### config.mk
export PLATFORM = sky130hd
export DESIGN_NAME = touch_report_point_tracker
export DESIGN_NICKNAME = d
export VERILOG_FILES = /design/src/hdl/trpt_pkg.sv /design/src/hdl/touch_report_point_tracker.sv /design/src/hdl/trpt_slots.sv /design/src/hdl/trpt_ctrl.sv
export SDC_FILE = /design/constraint.sdc
export NUM_CORES = 1
export LEC_CHECK = 0
export BUFFER_PORTS_ARGS = -buffer_cell sky130_fd_sc_hd__buf_2
export CORE_ASPECT_RATIO = 0.75
export CORE_MARGIN = 2
export CORE_UTILIZATION = 45
export CTS_CLUSTER_DIAMETER = 100
export DETAILED_ROUTE_END_ITERATION = 8
export PLACE_DENSITY = 0.64
export SLEW_MARGIN = 0
export SYNTH_ARGS = -nofsm -noshare
export SYNTH_HDL_FRONTEND = slang
export SYNTH_HIERARCHICAL = 1
export SYNTH_SLANG_ARGS = --single-unit
### constraint.sdc
create_clock -name clk -period 7.4 [get_ports clk]
set_input_delay 0 -clock clk [delete_from_list [all_inputs] [get_ports clk]]
set_output_delay 0 -clock clk [all_outputs]
set_load 0.03 [all_outputs]
### src/hdl/trpt_pkg.sv
package trpt_pkg;

  localparam int MaxPointsDefault = 5;
  localparam int CoordW = 12;
  localparam int PointIdW = 3;

  typedef enum logic [1:0] {
    REQ_HEADER    = 2'd0,
    REQ_RECORD    = 2'd1,
    REQ_FRAME_END = 2'd2
  } req_type_t;

  typedef enum logic [1:0] {
    EV_DOWN = 2'd0,
    EV_MOVE = 2'd1,
    EV_UP   = 2'd2
  } event_type_t;

  typedef enum logic [1:0] {
    FLAG_DOWN    = 2'd0,
    FLAG_UP      = 2'd1,
    FLAG_CONTACT = 2'd2,
    FLAG_MARK    = 2'd3
  } flag_t;

  typedef enum logic [1:0] {
    ST_IDLE   = 2'd0,
    ST_RECORD = 2'd1,
    ST_SCAN   = 2'd2
  } state_t;

  // Command from the sequencer to the slot store, applied at the slot index; clr_seen clears every mark.
  typedef struct packed {
    logic              wr_pos;
    logic              set_active;
    logic              clr_active;
    logic              set_seen;
    logic              clr_seen;
    logic [CoordW-1:0] x;
    logic [CoordW-1:0] y;
  } slot_cmd_t;

  // What the slot store reports about the slot at the current index, and whether any other slot is pending.
  typedef struct packed {
    logic              active;
    logic              seen;
    logic              pos_same;
    logic              others_pend;
    logic [CoordW-1:0] x;
    logic [CoordW-1:0] y;
  } slot_stat_t;

  typedef struct packed {
    logic                valid;
    event_type_t         etype;
    logic [PointIdW-1:0] id;
    logic [CoordW-1:0]   x;
    logic [CoordW-1:0]   y;
    logic                last;
  } event_t;

endpackage

### src/hdl/touch_report_point_tracker.sv
// Channel  Dir  Beat fields
// s_*      in   tuser: req_type; tdata: header_byte, x_high_byte, x_low_byte,
//               y_high_byte, y_low_byte
// m_*      out  tuser: event_type; tdata: contact_slot, x_pos, y_pos; tlast: last_of_run
//
// A header is taken in the idle state, a point record through the record state and a frame end
// by a walk over every slot, each stepped by the sequencer over the single slot-store port.
// A result stalled on the output holds the sequencer; s_tready is low meanwhile.
// The output register lets a finished result wait while the next beat comes in.
// rst is synchronous and clears all slots, marks and counts.
module touch_report_point_tracker #(
  parameter int MAX_POINTS = trpt_pkg::MaxPointsDefault
) (
  input  logic        clk,
  input  logic        rst,
  input  logic        s_tvalid,
  output logic        s_tready,
  input  logic [39:0] s_tdata,   // header_byte, x_high_byte, x_low_byte, y_high_byte, y_low_byte
  input  logic [1:0]  s_tuser,   // req_type
  output logic        m_tvalid,
  input  logic        m_tready,
  output logic [31:0] m_tdata,   // contact_slot, x_pos, y_pos, zero padding
  output logic [1:0]  m_tuser,   // event_type
  output logic        m_tlast    // last_of_run
);
  import trpt_pkg::*;

  localparam int IW = (MAX_POINTS > 1) ? $clog2(MAX_POINTS) : 1;

  slot_cmd_t           cmd;
  slot_stat_t          stat;
  logic [IW-1:0]       idx;
  event_t              ev;
  logic                out_free;
  event_type_t         out_type;
  logic [PointIdW-1:0] out_id;
  logic [CoordW-1:0]   out_x;
  logic [CoordW-1:0]   out_y;
  logic                out_last;

  assign out_free = !m_tvalid || m_tready;

  trpt_ctrl #(
    .MAX_POINTS (MAX_POINTS),
    .IW         (IW)
  ) u_ctrl (
    .clk         (clk),
    .rst         (rst),
    .in_valid    (s_tvalid),
    .in_ready    (s_tready),
    .req_type    (s_tuser),
    .header_byte (s_tdata[7:0]),
    .x_high_byte (s_tdata[15:8]),
    .x_low_byte  (s_tdata[23:16]),
    .y_high_byte (s_tdata[31:24]),
    .y_low_byte  (s_tdata[39:32]),
    .stat        (stat),
    .cmd         (cmd),
    .idx         (idx),
    .out_free    (out_free),
    .ev          (ev)
  );

  trpt_slots #(
    .MAX_POINTS (MAX_POINTS),
    .IW         (IW)
  ) u_slots (
    .clk  (clk),
    .rst  (rst),
    .idx  (idx),
    .cmd  (cmd),
    .stat (stat)
  );

  always_ff @(posedge clk) begin
    if (rst) begin
      m_tvalid <= 1'b0;
    end else if (ev.valid) begin
      m_tvalid <= 1'b1;
    end else if (m_tready) begin
      m_tvalid <= 1'b0;
    end
  end

  always_ff @(posedge clk) begin
    if (ev.valid) begin
      out_type <= ev.etype;
      out_id   <= ev.id;
      out_x    <= ev.x;
      out_y    <= ev.y;
      out_last <= ev.last;
    end
  end

  assign m_tdata = {5'b0, out_y, out_x, out_id};
  assign m_tuser = out_type;
  assign m_tlast = out_last;

endmodule

### src/hdl/trpt_slots.sv
module trpt_slots #(
  parameter int MAX_POINTS = trpt_pkg::MaxPointsDefault,
  parameter int IW = (MAX_POINTS > 1) ? $clog2(MAX_POINTS) : 1
) (
  input  logic                  clk,
  input  logic                  rst,
  input  logic [IW-1:0]         idx,
  input  trpt_pkg::slot_cmd_t   cmd,
  output trpt_pkg::slot_stat_t  stat
);
  import trpt_pkg::*;

  logic [MAX_POINTS-1:0] active;
  logic [MAX_POINTS-1:0] seen;
  logic [CoordW-1:0]     slot_x [MAX_POINTS];
  logic [CoordW-1:0]     slot_y [MAX_POINTS];
  logic [MAX_POINTS-1:0] pend;
  logic [MAX_POINTS-1:0] sel;

  always_ff @(posedge clk) begin
    if (rst) begin
      active <= '0;
      seen   <= '0;
    end else begin
      if (cmd.set_active) begin
        active[idx] <= 1'b1;
      end else if (cmd.clr_active) begin
        active[idx] <= 1'b0;
      end
      if (cmd.clr_seen) begin
        seen <= '0;
      end else if (cmd.set_seen) begin
        seen[idx] <= 1'b1;
      end
    end
  end

  // Positions are only ever read for active slots, which always hold a written value.
  always_ff @(posedge clk) begin
    if (cmd.wr_pos) begin
      slot_x[idx] <= cmd.x;
      slot_y[idx] <= cmd.y;
    end
  end

  assign pend = active & ~seen;
  assign sel  = MAX_POINTS'(1) << idx;

  always_comb begin
    stat.active      = active[idx];
    stat.seen        = seen[idx];
    stat.x           = slot_x[idx];
    stat.y           = slot_y[idx];
    stat.pos_same    = (slot_x[idx] == cmd.x) && (slot_y[idx] == cmd.y);
    stat.others_pend = |(pend & ~sel);
  end

endmodule

### src/hdl/trpt_ctrl.sv
module trpt_ctrl #(
  parameter int MAX_POINTS = trpt_pkg::MaxPointsDefault,
  parameter int IW = (MAX_POINTS > 1) ? $clog2(MAX_POINTS) : 1
) (
  input  logic                  clk,
  input  logic                  rst,
  input  logic                  in_valid,
  output logic                  in_ready,
  input  logic [1:0]            req_type,
  input  logic [7:0]            header_byte,
  input  logic [7:0]            x_high_byte,
  input  logic [7:0]            x_low_byte,
  input  logic [7:0]            y_high_byte,
  input  logic [7:0]            y_low_byte,
  input  trpt_pkg::slot_stat_t  stat,
  output trpt_pkg::slot_cmd_t   cmd,
  output logic [IW-1:0]         idx,
  input  logic                  out_free,
  output trpt_pkg::event_t      ev
);
  import trpt_pkg::*;

  localparam int CW = $clog2(MAX_POINTS + 1);
  localparam logic [3:0] MaxId = 4'(MAX_POINTS);
  localparam logic [IW-1:0] LastSlot = IW'(MAX_POINTS - 1);

  state_t            state, state_next;
  logic [CW-1:0]     rep_cnt, rep_cnt_next;
  logic [CW-1:0]     rec_idx, rec_idx_next;
  logic [IW-1:0]     scan_idx, scan_idx_next;
  flag_t             rec_flag, rec_flag_next;
  logic [3:0]        rec_id, rec_id_next;
  logic [CoordW-1:0] rec_x, rec_x_next;
  logic [CoordW-1:0] rec_y, rec_y_next;

  logic       id_ok;
  logic       emit;
  logic [3:0] hdr_cnt;

  assign id_ok   = rec_id < MaxId;
  assign hdr_cnt = header_byte[3:0];

  always_ff @(posedge clk) begin
    if (rst) begin
      state <= ST_IDLE;
    end else begin
      state <= state_next;
    end
  end

  always_ff @(posedge clk) begin
    if (rst) begin
      rep_cnt  <= '0;
      rec_idx  <= '0;
      scan_idx <= '0;
    end else begin
      rep_cnt  <= rep_cnt_next;
      rec_idx  <= rec_idx_next;
      scan_idx <= scan_idx_next;
    end
  end

  always_ff @(posedge clk) begin
    rec_flag <= rec_flag_next;
    rec_id   <= rec_id_next;
    rec_x    <= rec_x_next;
    rec_y    <= rec_y_next;
  end

  always_comb begin
    state_next    = state;
    rep_cnt_next  = rep_cnt;
    rec_idx_next  = rec_idx;
    scan_idx_next = scan_idx;
    rec_flag_next = rec_flag;
    rec_id_next   = rec_id;
    rec_x_next    = rec_x;
    rec_y_next    = rec_y;
    in_ready      = 1'b0;
    emit          = 1'b0;

    cmd            = '0;
    cmd.x          = rec_x;
    cmd.y          = rec_y;
    idx            = id_ok ? rec_id[IW-1:0] : '0;

    ev       = '0;
    ev.etype = EV_DOWN;
    ev.id    = PointIdW'(idx);
    ev.x     = rec_x;
    ev.y     = rec_y;
    ev.last  = 1'b1;

    unique case (state)
      ST_IDLE: begin
        in_ready = 1'b1;
        if (in_valid) begin
          unique case (req_type)
            REQ_HEADER: begin
              rep_cnt_next = (hdr_cnt > MaxId) ? CW'(MAX_POINTS) : CW'(hdr_cnt);
              rec_idx_next = '0;
              cmd.clr_seen = 1'b1;
            end
            REQ_RECORD: begin
              rec_flag_next = flag_t'(x_high_byte[7:6]);
              rec_x_next    = {x_high_byte[3:0], x_low_byte};
              rec_id_next   = y_high_byte[7:4];
              rec_y_next    = {y_high_byte[3:0], y_low_byte};
              state_next    = ST_RECORD;
            end
            REQ_FRAME_END: begin
              scan_idx_next = '0;
              state_next    = ST_SCAN;
            end
            default: begin
            end
          endcase
        end
      end

      ST_RECORD: begin
        if (rec_idx >= rep_cnt) begin
          state_next = ST_IDLE;
        end else if (!id_ok) begin
          rec_idx_next = CW'(rec_idx + 1'b1);
          state_next   = ST_IDLE;
        end else begin
          unique case (rec_flag)
            FLAG_DOWN: begin
              emit           = 1'b1;
              ev.etype       = EV_DOWN;
              cmd.set_active = 1'b1;
            end
            FLAG_CONTACT: begin
              if (!stat.active) begin
                emit           = 1'b1;
                ev.etype       = EV_DOWN;
                cmd.set_active = 1'b1;
              end else if (!stat.pos_same) begin
                emit     = 1'b1;
                ev.etype = EV_MOVE;
              end
            end
            FLAG_UP: begin
              emit           = 1'b1;
              ev.etype       = EV_UP;
              cmd.clr_active = 1'b1;
            end
            default: begin
            end
          endcase
          // Nothing is committed until the result has somewhere to go.
          if (!emit || out_free) begin
            cmd.wr_pos   = emit;
            cmd.set_seen = 1'b1;
            ev.valid     = emit;
            rec_idx_next = CW'(rec_idx + 1'b1);
            state_next   = ST_IDLE;
          end else begin
            cmd.set_active = 1'b0;
            cmd.clr_active = 1'b0;
          end
        end
      end

      ST_SCAN: begin
        idx      = scan_idx;
        ev.id    = PointIdW'(scan_idx);
        ev.etype = EV_UP;
        ev.x     = stat.x;
        ev.y     = stat.y;
        ev.last  = !stat.others_pend;
        if (stat.active && !stat.seen) begin
          if (out_free) begin
            ev.valid       = 1'b1;
            cmd.clr_active = 1'b1;
          end
        end
        if (!(stat.active && !stat.seen) || out_free) begin
          if (scan_idx == LastSlot) begin
            rep_cnt_next = '0;
            rec_idx_next = '0;
            state_next   = ST_IDLE;
          end else begin
            scan_idx_next = IW'(scan_idx + 1'b1);
          end
        end
      end

      default: begin
        state_next = ST_IDLE;
      end
    endcase
  end

  a_ev_has_room: assert property (@(posedge clk) disable iff (rst)
    ev.valid |-> out_free)
    else $error("event issued while the output register is full");

  a_idx_bounded: assert property (@(posedge clk) disable iff (rst)
    rec_idx <= rep_cnt)
    else $error("record index ran past the reported count");

  a_scan_in_range: assert property (@(posedge clk) disable iff (rst)
    state == ST_SCAN |-> scan_idx <= LastSlot)
    else $error("slot walk left the slot range");

  a_scan_end_clears: assert property (@(posedge clk) disable iff (rst)
    (state == ST_SCAN && state_next == ST_IDLE) |=> (rep_cnt == '0 && rec_idx == '0))
    else $error("frame end did not clear the record count");

endmodule
==> results of run 1 <==
logic make-up after synthesis:
| family | after synthesis | synth area share, % |
|---|---|---|
| DFF | 202 | 67.3 |
| AOI/OAI and AO/OA | 64 | 4.65 |
| adders and majority gates | 14 | 2.02 |
| xor gates and xnor gates | 35 | 3.53 |
| and+or+nand+nor | 116 | 7.49 |
| other | 1 | 0.0432 |
| muxes | 75 | 12.4 |
| buffers and inverters | 44 | 2.52 |
final cells by class:
| class | instances | area [um2] | area share (%) |
|---|---|---|---|
| clock inverters | 12 | 163 | 1.55 |
| well taps | 247 | 309 | 2.95 |
| multi-input cells | 309 | 2680 | 25.5 |
| repair buffers | 128 | 893 | 8.51 |
| inverters | 17 | 63.8 | 0.608 |
| clock buffers | 25 | 541 | 5.15 |
| flip-flops and latches | 202 | 5850 | 55.7 |
metal layers:
metal	wire (um)	part of all wire [%]	GRT usage (%)	vias to the layer above
met5	0	0	0	-
met1	8270	46	25.7	2476
met2	8330	47	28.4	156
li1	-	-	-	2347
met4	353	2.0	4.35	0
met3	938	5.2	3.20	28
registers in the layout, indices dropped and copies added, names as in the netlist, named ones only:
| name | cells |
|---|---|
| u_ctrl/scan_idx | 3 |
| u_ctrl/rec_y | 12 |
| u_ctrl/rec_flag | 2 |
| out_x | 12 |
| u_ctrl/state | 2 |
| m_tvalid | 1 |
| m_tuser | 2 |
| out_y | 12 |
| u_ctrl/rec_idx | 3 |
| u_slots/slot_x | 60 |
| u_ctrl/rec_x | 12 |
| u_slots/slot_y | 60 |
| out_id | 3 |
| u_slots/seen | 5 |
| u_ctrl/rep_cnt | 3 |
| u_ctrl/rec_id | 4 |
| m_tlast | 1 |
worst max-delay path, stage by stage (launching register included):
cell and delay (ps):
dfxtp_1 390, inv_1 90, ha_2 390, o21ai_4 750
mux4_2 590, mux2_4 300, xor2_1 150, nor4_2 420
nand4_1 250, nor4b_2 450, a21bo_2 210, a21oi_1 60
nand2_1 130, a21oi_4 70, buf_4 280, inv_1 120
a21oi_2 50, dlygate4sd3_1 570
cell usage in the layout, fill, tap and decap left out, drive strengths merged, types with 6 or more instances in the layout:
cell	n
buf	84
xnor2	15
nor2b	7
mux4	21
nand4	6
a211oi	6
clkbuf	25
clkinv	6
nor2	23
xor2	20
inv	17
nand2	26
edfxtp	180
nor3	7
mux2	45
a21oi	18
o21ai	16
dfxtp	22
mux2i	9
nand2b	7
ha	14
dlygate4sd3	44
worst paths after layout:
path	end	slack, ps	from
hold / removal	u_slots/seen[4]	30	s_tvalid
hold reg to reg	u_ctrl/rep_cnt[2]	490	u_ctrl/rep_cnt[2]
setup reg to reg	m_tvalid	1970	u_ctrl/state[0]
setup / recovery	m_tvalid	1970	u_ctrl/state[0]
per-stage QoR:
stage / total power, uW / area (um2) / setup slack [ps] / cells
CTS: 2510 / 10500 / 1910 / 940
global route: 2570 / 10500 / 1550 / 940
floorplan: 1380 / 8700 / 2060 / 555
finish: 2490 / 10500 / 1970 / 940
detailed placement: 1420 / 9350 / 2280 / 859
global placement: 1420 / 9350 / 2320 / 859
where the power goes:
group	internal, uW	total, uW	switching [uW]
clock network	661	1080	415
logic	72.8	154	81.2
registers	1250	1260	12.8
total	1980	2490	509
==> results.py, run 1 <==
metrics = {
    "synthesis": {
        "synth_cell_types": 64,
        "synth_cells": 551,
        "ys_warn_count": 6,
        "ys_ff_latch": 202,
        "synth_edf_count": 180,
        "synth_area_um2": 8680,
        "yosys.area.top_type": "edfxtp_1",
        "yosysSeqAreaShare_pct": 67.3,
        "synth_common_cells": "edfxtp_1 (180), mux2_2 (43), nand2_1 (26), nor2_1 (23), dfxtp_1 (22)",
        "syn_area_per_cell_um2": 15.8,
        "async_reset_ff_share_pct": 0,
        "post-synth-top-count-cell": "edfxtp_1",
        "synthDominantCellAreaShare_pct": 62.3,
        "ys.flop_type": "edfxtp_1",
        "netlist_top_cells_area": "edfxtp_1 (62%), mux2_2 (5.6%), mux4_2 (5.2%)",
    },
    "timing": {
        "max_freq_mhz": 184,
        "slew_viol_final": 0,
        "finalSetupTns_ps": 0,
        "fin_skew_ps": 10.3,
        "min_period_over_period_pct": 73.3,
        "min_period_ps": 5430,
        "rsz0062_at_grt": "false",
        "hold_viol": 0,
        "setup_viol_count_final": 0,
        "relSlewSlack_pct": 44.3,
        "tightest_slew_ps": 832,
        "whs_ps": 34.0,
    },
    "critical_path": {
        "path_class": "reg -> reg",
        "required_ps": 7780,
        "critPathArrivalTime_ps": 5810,
        "worstPathMaxFanout": 31,
        "crit_path_end_kind": "register",
        "start_kind": "register",
        "rr_worst_depth": 17,
    },
    "clocking": {
        "post-cts-setup-buffers": 0,
        "cts_tree": "built",
        "clk_path_buf_depth": 3,
        "ctsResizeCount": 0,
        "h-tree-depth": 1,
        "cts_sinks": 202,
        "ctsHoldBuffers": 44,
        "clk_latency_ps": 500,
        "cts_root_buf": "clkbuf_16",
        "cts-buffers-inserted": 21,
        "clkSlewWorstSetupHoldPaths_ps": 60,
    },
    "global_route": {
        "grt_max_degree": 38,
        "grt.total_usage_pct": 17.8,
        "antenna_found_initial": 0,
        "first_global_vias": 5089,
        "grt_pass1_wl_mm": 28.0,
        "gr-total-overflow": 0,
    },
    "detailed_routing": {
        "num_vias": 5007,
        "drt_first_pass_iters": 5,
        "via_per_inst": 5.33,
        "routedWlPerCell_um": 19.0,
        "drt-initial-drc-count": 376,
        "ant_nets": 0,
        "wirelength_mm": 17.9,
        "drc_errors": 0,
    },
    "run": {
        "cap_violations": 0,
    },
    "floorplan": {
        "die_area_um2": 20400,
        "rows": 43,
        "start_util_pct": 46.4,
        "die-height_um": 124,
        "io_pins": 83,
        "core-area_um2": 18700,
        "die_w_um": 164,
    },
    "cells_and_area": {
        "fillers": 1483,
        "diodes": 0,
        "drive_above_1_share_pct": 27.7,
        "utilization_pct": 56.0,
        "fin_nets": 739,
        "syn_to_final_growth_pct": 20.9,
    },
    "power_and_ir_drop": {
        "peakVddDrop_mv": 0.144,
        "powerDensity_nw_per_um2": 237,
        "p_leak_uw": 0.00360,
    },
    "place": {
        "hpwlAfterDp_mm": 10.7,
        "routabilityCongestion": 0.786,
        "io_buffers": 71,
    },
    "min_path": {
        "hold_depth": 4,
        "hold_path_class": "in -> reg",
    },
    "status": {
        "outcome": "completed",
    },
}
(Power assumes the default switching activity.)
==> run 2, diff against run 1 <==
--- a/config.mk
+++ b/config.mk
@@ -11,7 +11,7 @@
 export CORE_UTILIZATION = 45
 export CTS_CLUSTER_DIAMETER = 100
 export DETAILED_ROUTE_END_ITERATION = 8
-export PLACE_DENSITY = 0.64
+export PLACE_DENSITY = 0.67
 export SLEW_MARGIN = 0
 export SYNTH_ARGS = -nofsm -noshare
 export SYNTH_HDL_FRONTEND = slang
==> constraint.sdc (replaced) <==
create_clock -name clk -period 4.6 [get_ports clk]
set_input_delay 0 -clock clk [delete_from_list [all_inputs] [get_ports clk]]
set_output_delay 0 -clock clk [all_outputs]
set_load 0.03 [all_outputs]
==> run 2 against run 1 <==
Power is 59% higher. Cell count is 1.3% higher. Fmax grew 22%. Critical path depth down 1. Via count up 0.38%. Final area is 1.3% higher. Sequential power rose by 61%. Wire length grew 0.86%. Clock-buffer cell count increased by 3. Die area unchanged. Combinational power up 64%. Global-route usage rose by 0.41 points.
==> results.py, run 2 (synthesis results as in run 1) <==
metrics = {
    "global_route": {
        "gr-total-overflow": 0,
        "grt_max_degree": 33,
        "grt.total_usage_pct": 18.3,
        "first_global_vias": 5357,
        "antenna_found_initial": 0,
        "grt_pass1_wl_mm": 29.0,
    },
    "clocking": {
        "clkSlewWorstSetupHoldPaths_ps": 60,
        "clk_latency_ps": 520,
        "cts_sinks": 202,
        "cts_tree": "built",
        "cts-buffers-inserted": 22,
        "cts_root_buf": "clkbuf_16",
        "h-tree-depth": 1,
        "clk_path_buf_depth": 3,
    },
    "cells_and_area": {
        "mostFrequentLayoutCells": "edfxtp_1 (180), buf_2 (71), mux2_2 (43)",
        "fillers": 1461,
        "diodes": 0,
        "reg.largest.list": "u_slots/slot_x x60, u_slots/slot_y x60",
        "fin_nets": 752,
        "seq_area_um2": 5850,
        "multi_input_area_um2": 2690,
        "drive_above_1_share_pct": 29.5,
        "final_common_cell": "edfxtp_1",
        "syn_to_final_growth_pct": 22.5,
    },
    "detailed_routing": {
        "num_vias": 5026,
        "routedWlPerCell_um": 19.0,
        "drt_first_pass_iters": 4,
        "via_per_inst": 5.28,
        "drt-initial-drc-count": 347,
        "ant_nets": 0,
        "wirelength_mm": 18.0,
        "drc_errors": 0,
    },
    "run": {
        "cap_violations": 0,
    },
    "power_and_ir_drop": {
        "p_seq_share_pct": 51.1,
        "peakVddDrop_mv": 0.244,
        "pwr-share-clk_pct": 42.5,
        "powerDensity_nw_per_um2": 373,
        "internal-power_uw": 3120,
        "power.total_uw": 3970,
        "p_sw_share_pct": 21.3,
        "power.switching_uw": 843,
        "pwr-share-comb_pct": 6.3,
        "p_leak_uw": 0.00368,
    },
    "floorplan": {
        "rows": 43,
        "die_w_um": 164,
        "die_area_um2": 20400,
        "io_pins": 83,
        "core-area_um2": 18700,
        "die-height_um": 124,
        "start_util_pct": 46.4,
    },
    "critical_path": {
        "worstReg2RegEnd": "u_ctrl/rec_idx[2]",
        "path_class": "reg -> reg",
        "worstPathMaxFanout": 7,
        "required_ps": 4980,
        "crit_path_end_kind": "register",
        "worstReg2RegStart": "u_ctrl/state[0]",
        "critPathArrivalTime_ps": 4820,
        "start_kind": "register",
        "rr_worst_depth": 16,
        "r2r_setup_slack_ps": 160,
    },
    "timing": {
        "min_period_ps": 4440,
        "setup_viol_count_final": 0,
        "finalSetupTns_ps": 0,
        "relSlewSlack_pct": 58.9,
        "max_freq_mhz": 225,
        "slew_viol_final": 0,
        "min_period_over_period_pct": 96.5,
        "fin_skew_ps": 21.9,
        "hold_viol": 0,
        "tightest_slew_ps": 612,
    },
    "min_path": {
        "hp-start": "s_tvalid",
        "whs_endpoint": "u_slots/seen[2]",
        "hold_depth": 4,
        "hold_path_class": "in -> reg",
    },
    "status": {
        "outcome": "completed",
    },
    "place": {
        "routabilityCongestion": 0.840,
        "io_buffers": 71,
        "hpwlAfterDp_mm": 11.3,
    },
}
## run 2: layer usage
metal	up-vias	global-route usage, %	routed length [um]
met3	34	2.93	856
li1	2383	-	-
met5	-	0	0
met1	2471	25.6	8320
met4	0	5.93	478
met2	138	29.2	8390
## run 2: power by group through the flow
stage	Combinational (uW)	Clock (uW)	Sequential, uW
2_1_floorplan	158	0	2060
6_report	252	1690	2030
3_5_place_dp	219	0	2070
3_3_place_gp	213	0	2060
5_1_grt	276	1800	2030
4_1_cts	248	1720	2030
## run 2: critical path, cell delays in order (launching register included)
cell and delay [ps]:
dfxtp_1 400, inv_1 90, ha_2 260, o21ai_4 230, buf_4 190, mux4_2 500, mux2_4 290, xor2_1 160
nor4_2 410, nand4_1 260, nor4b_4 390, a21bo_2 190, a211oi_1 100, buf_4 170, a211o_1 320, o21ai_0 230
a21oi_1 110
## run 2: worst max-delay path by stage
stage	from	endpoint	slack, ps	depth (start not counted)
final	u_ctrl/state[0]	u_ctrl/rec_idx[2]	160	16
after global routing	u_ctrl/state[0]	register	-4	18
after CTS	u_ctrl/state[0]	u_ctrl/rec_idx[2]	3	16
after detailed placement	u_ctrl/state[0]	u_ctrl/rec_idx[2]	30	16
after global placement	u_ctrl/state[0]	u_ctrl/state[1]	170	15
after floorplan	u_ctrl/state[0]	u_slots/slot_x[2][0]	-20	20
## run 2: final cells by class
type | count | share of cell area [%]
repair buffers | 140 | 9.79
multi-input cells | 309 | 25.3
clock inverters | 9 | 1.04
inverters | 17 | 0.600
well taps | 247 | 2.91
flip-flops and latches | 202 | 55.0
clock buffers | 28 | 5.39
## run 2: repair_timing
action | 4_1_cts | 5_1_grt
hold buffers | 42 | 0
endpoints found under the setup margin | 1 | 66
buffers inserted | 0 | 3
hold endpoints to repair | 51 | 0
gates resized for setup | 0 | 2
pin swaps | 1 | 2
## run 2: stage by stage
| step | cell area [um2] | util (%) | std cells | setup WS (ps) | hold WS, ps |
|---|---|---|---|---|---|
| finish | 10600 | 56.8 | 952 | 160 | 29.0 |
| global placement | 9490 | 50.7 | 870 | 174 | 176 |
| global route | 10600 | 56.8 | 952 | -3.71 | 62.9 |
| CTS | 10600 | 56.6 | 949 | 3.29 | 10.1 |
| floorplan | 8710 | - | 555 | -19.9 | 62.4 |
| detailed placement | 9490 | 50.7 | 870 | 32.3 | 178 |
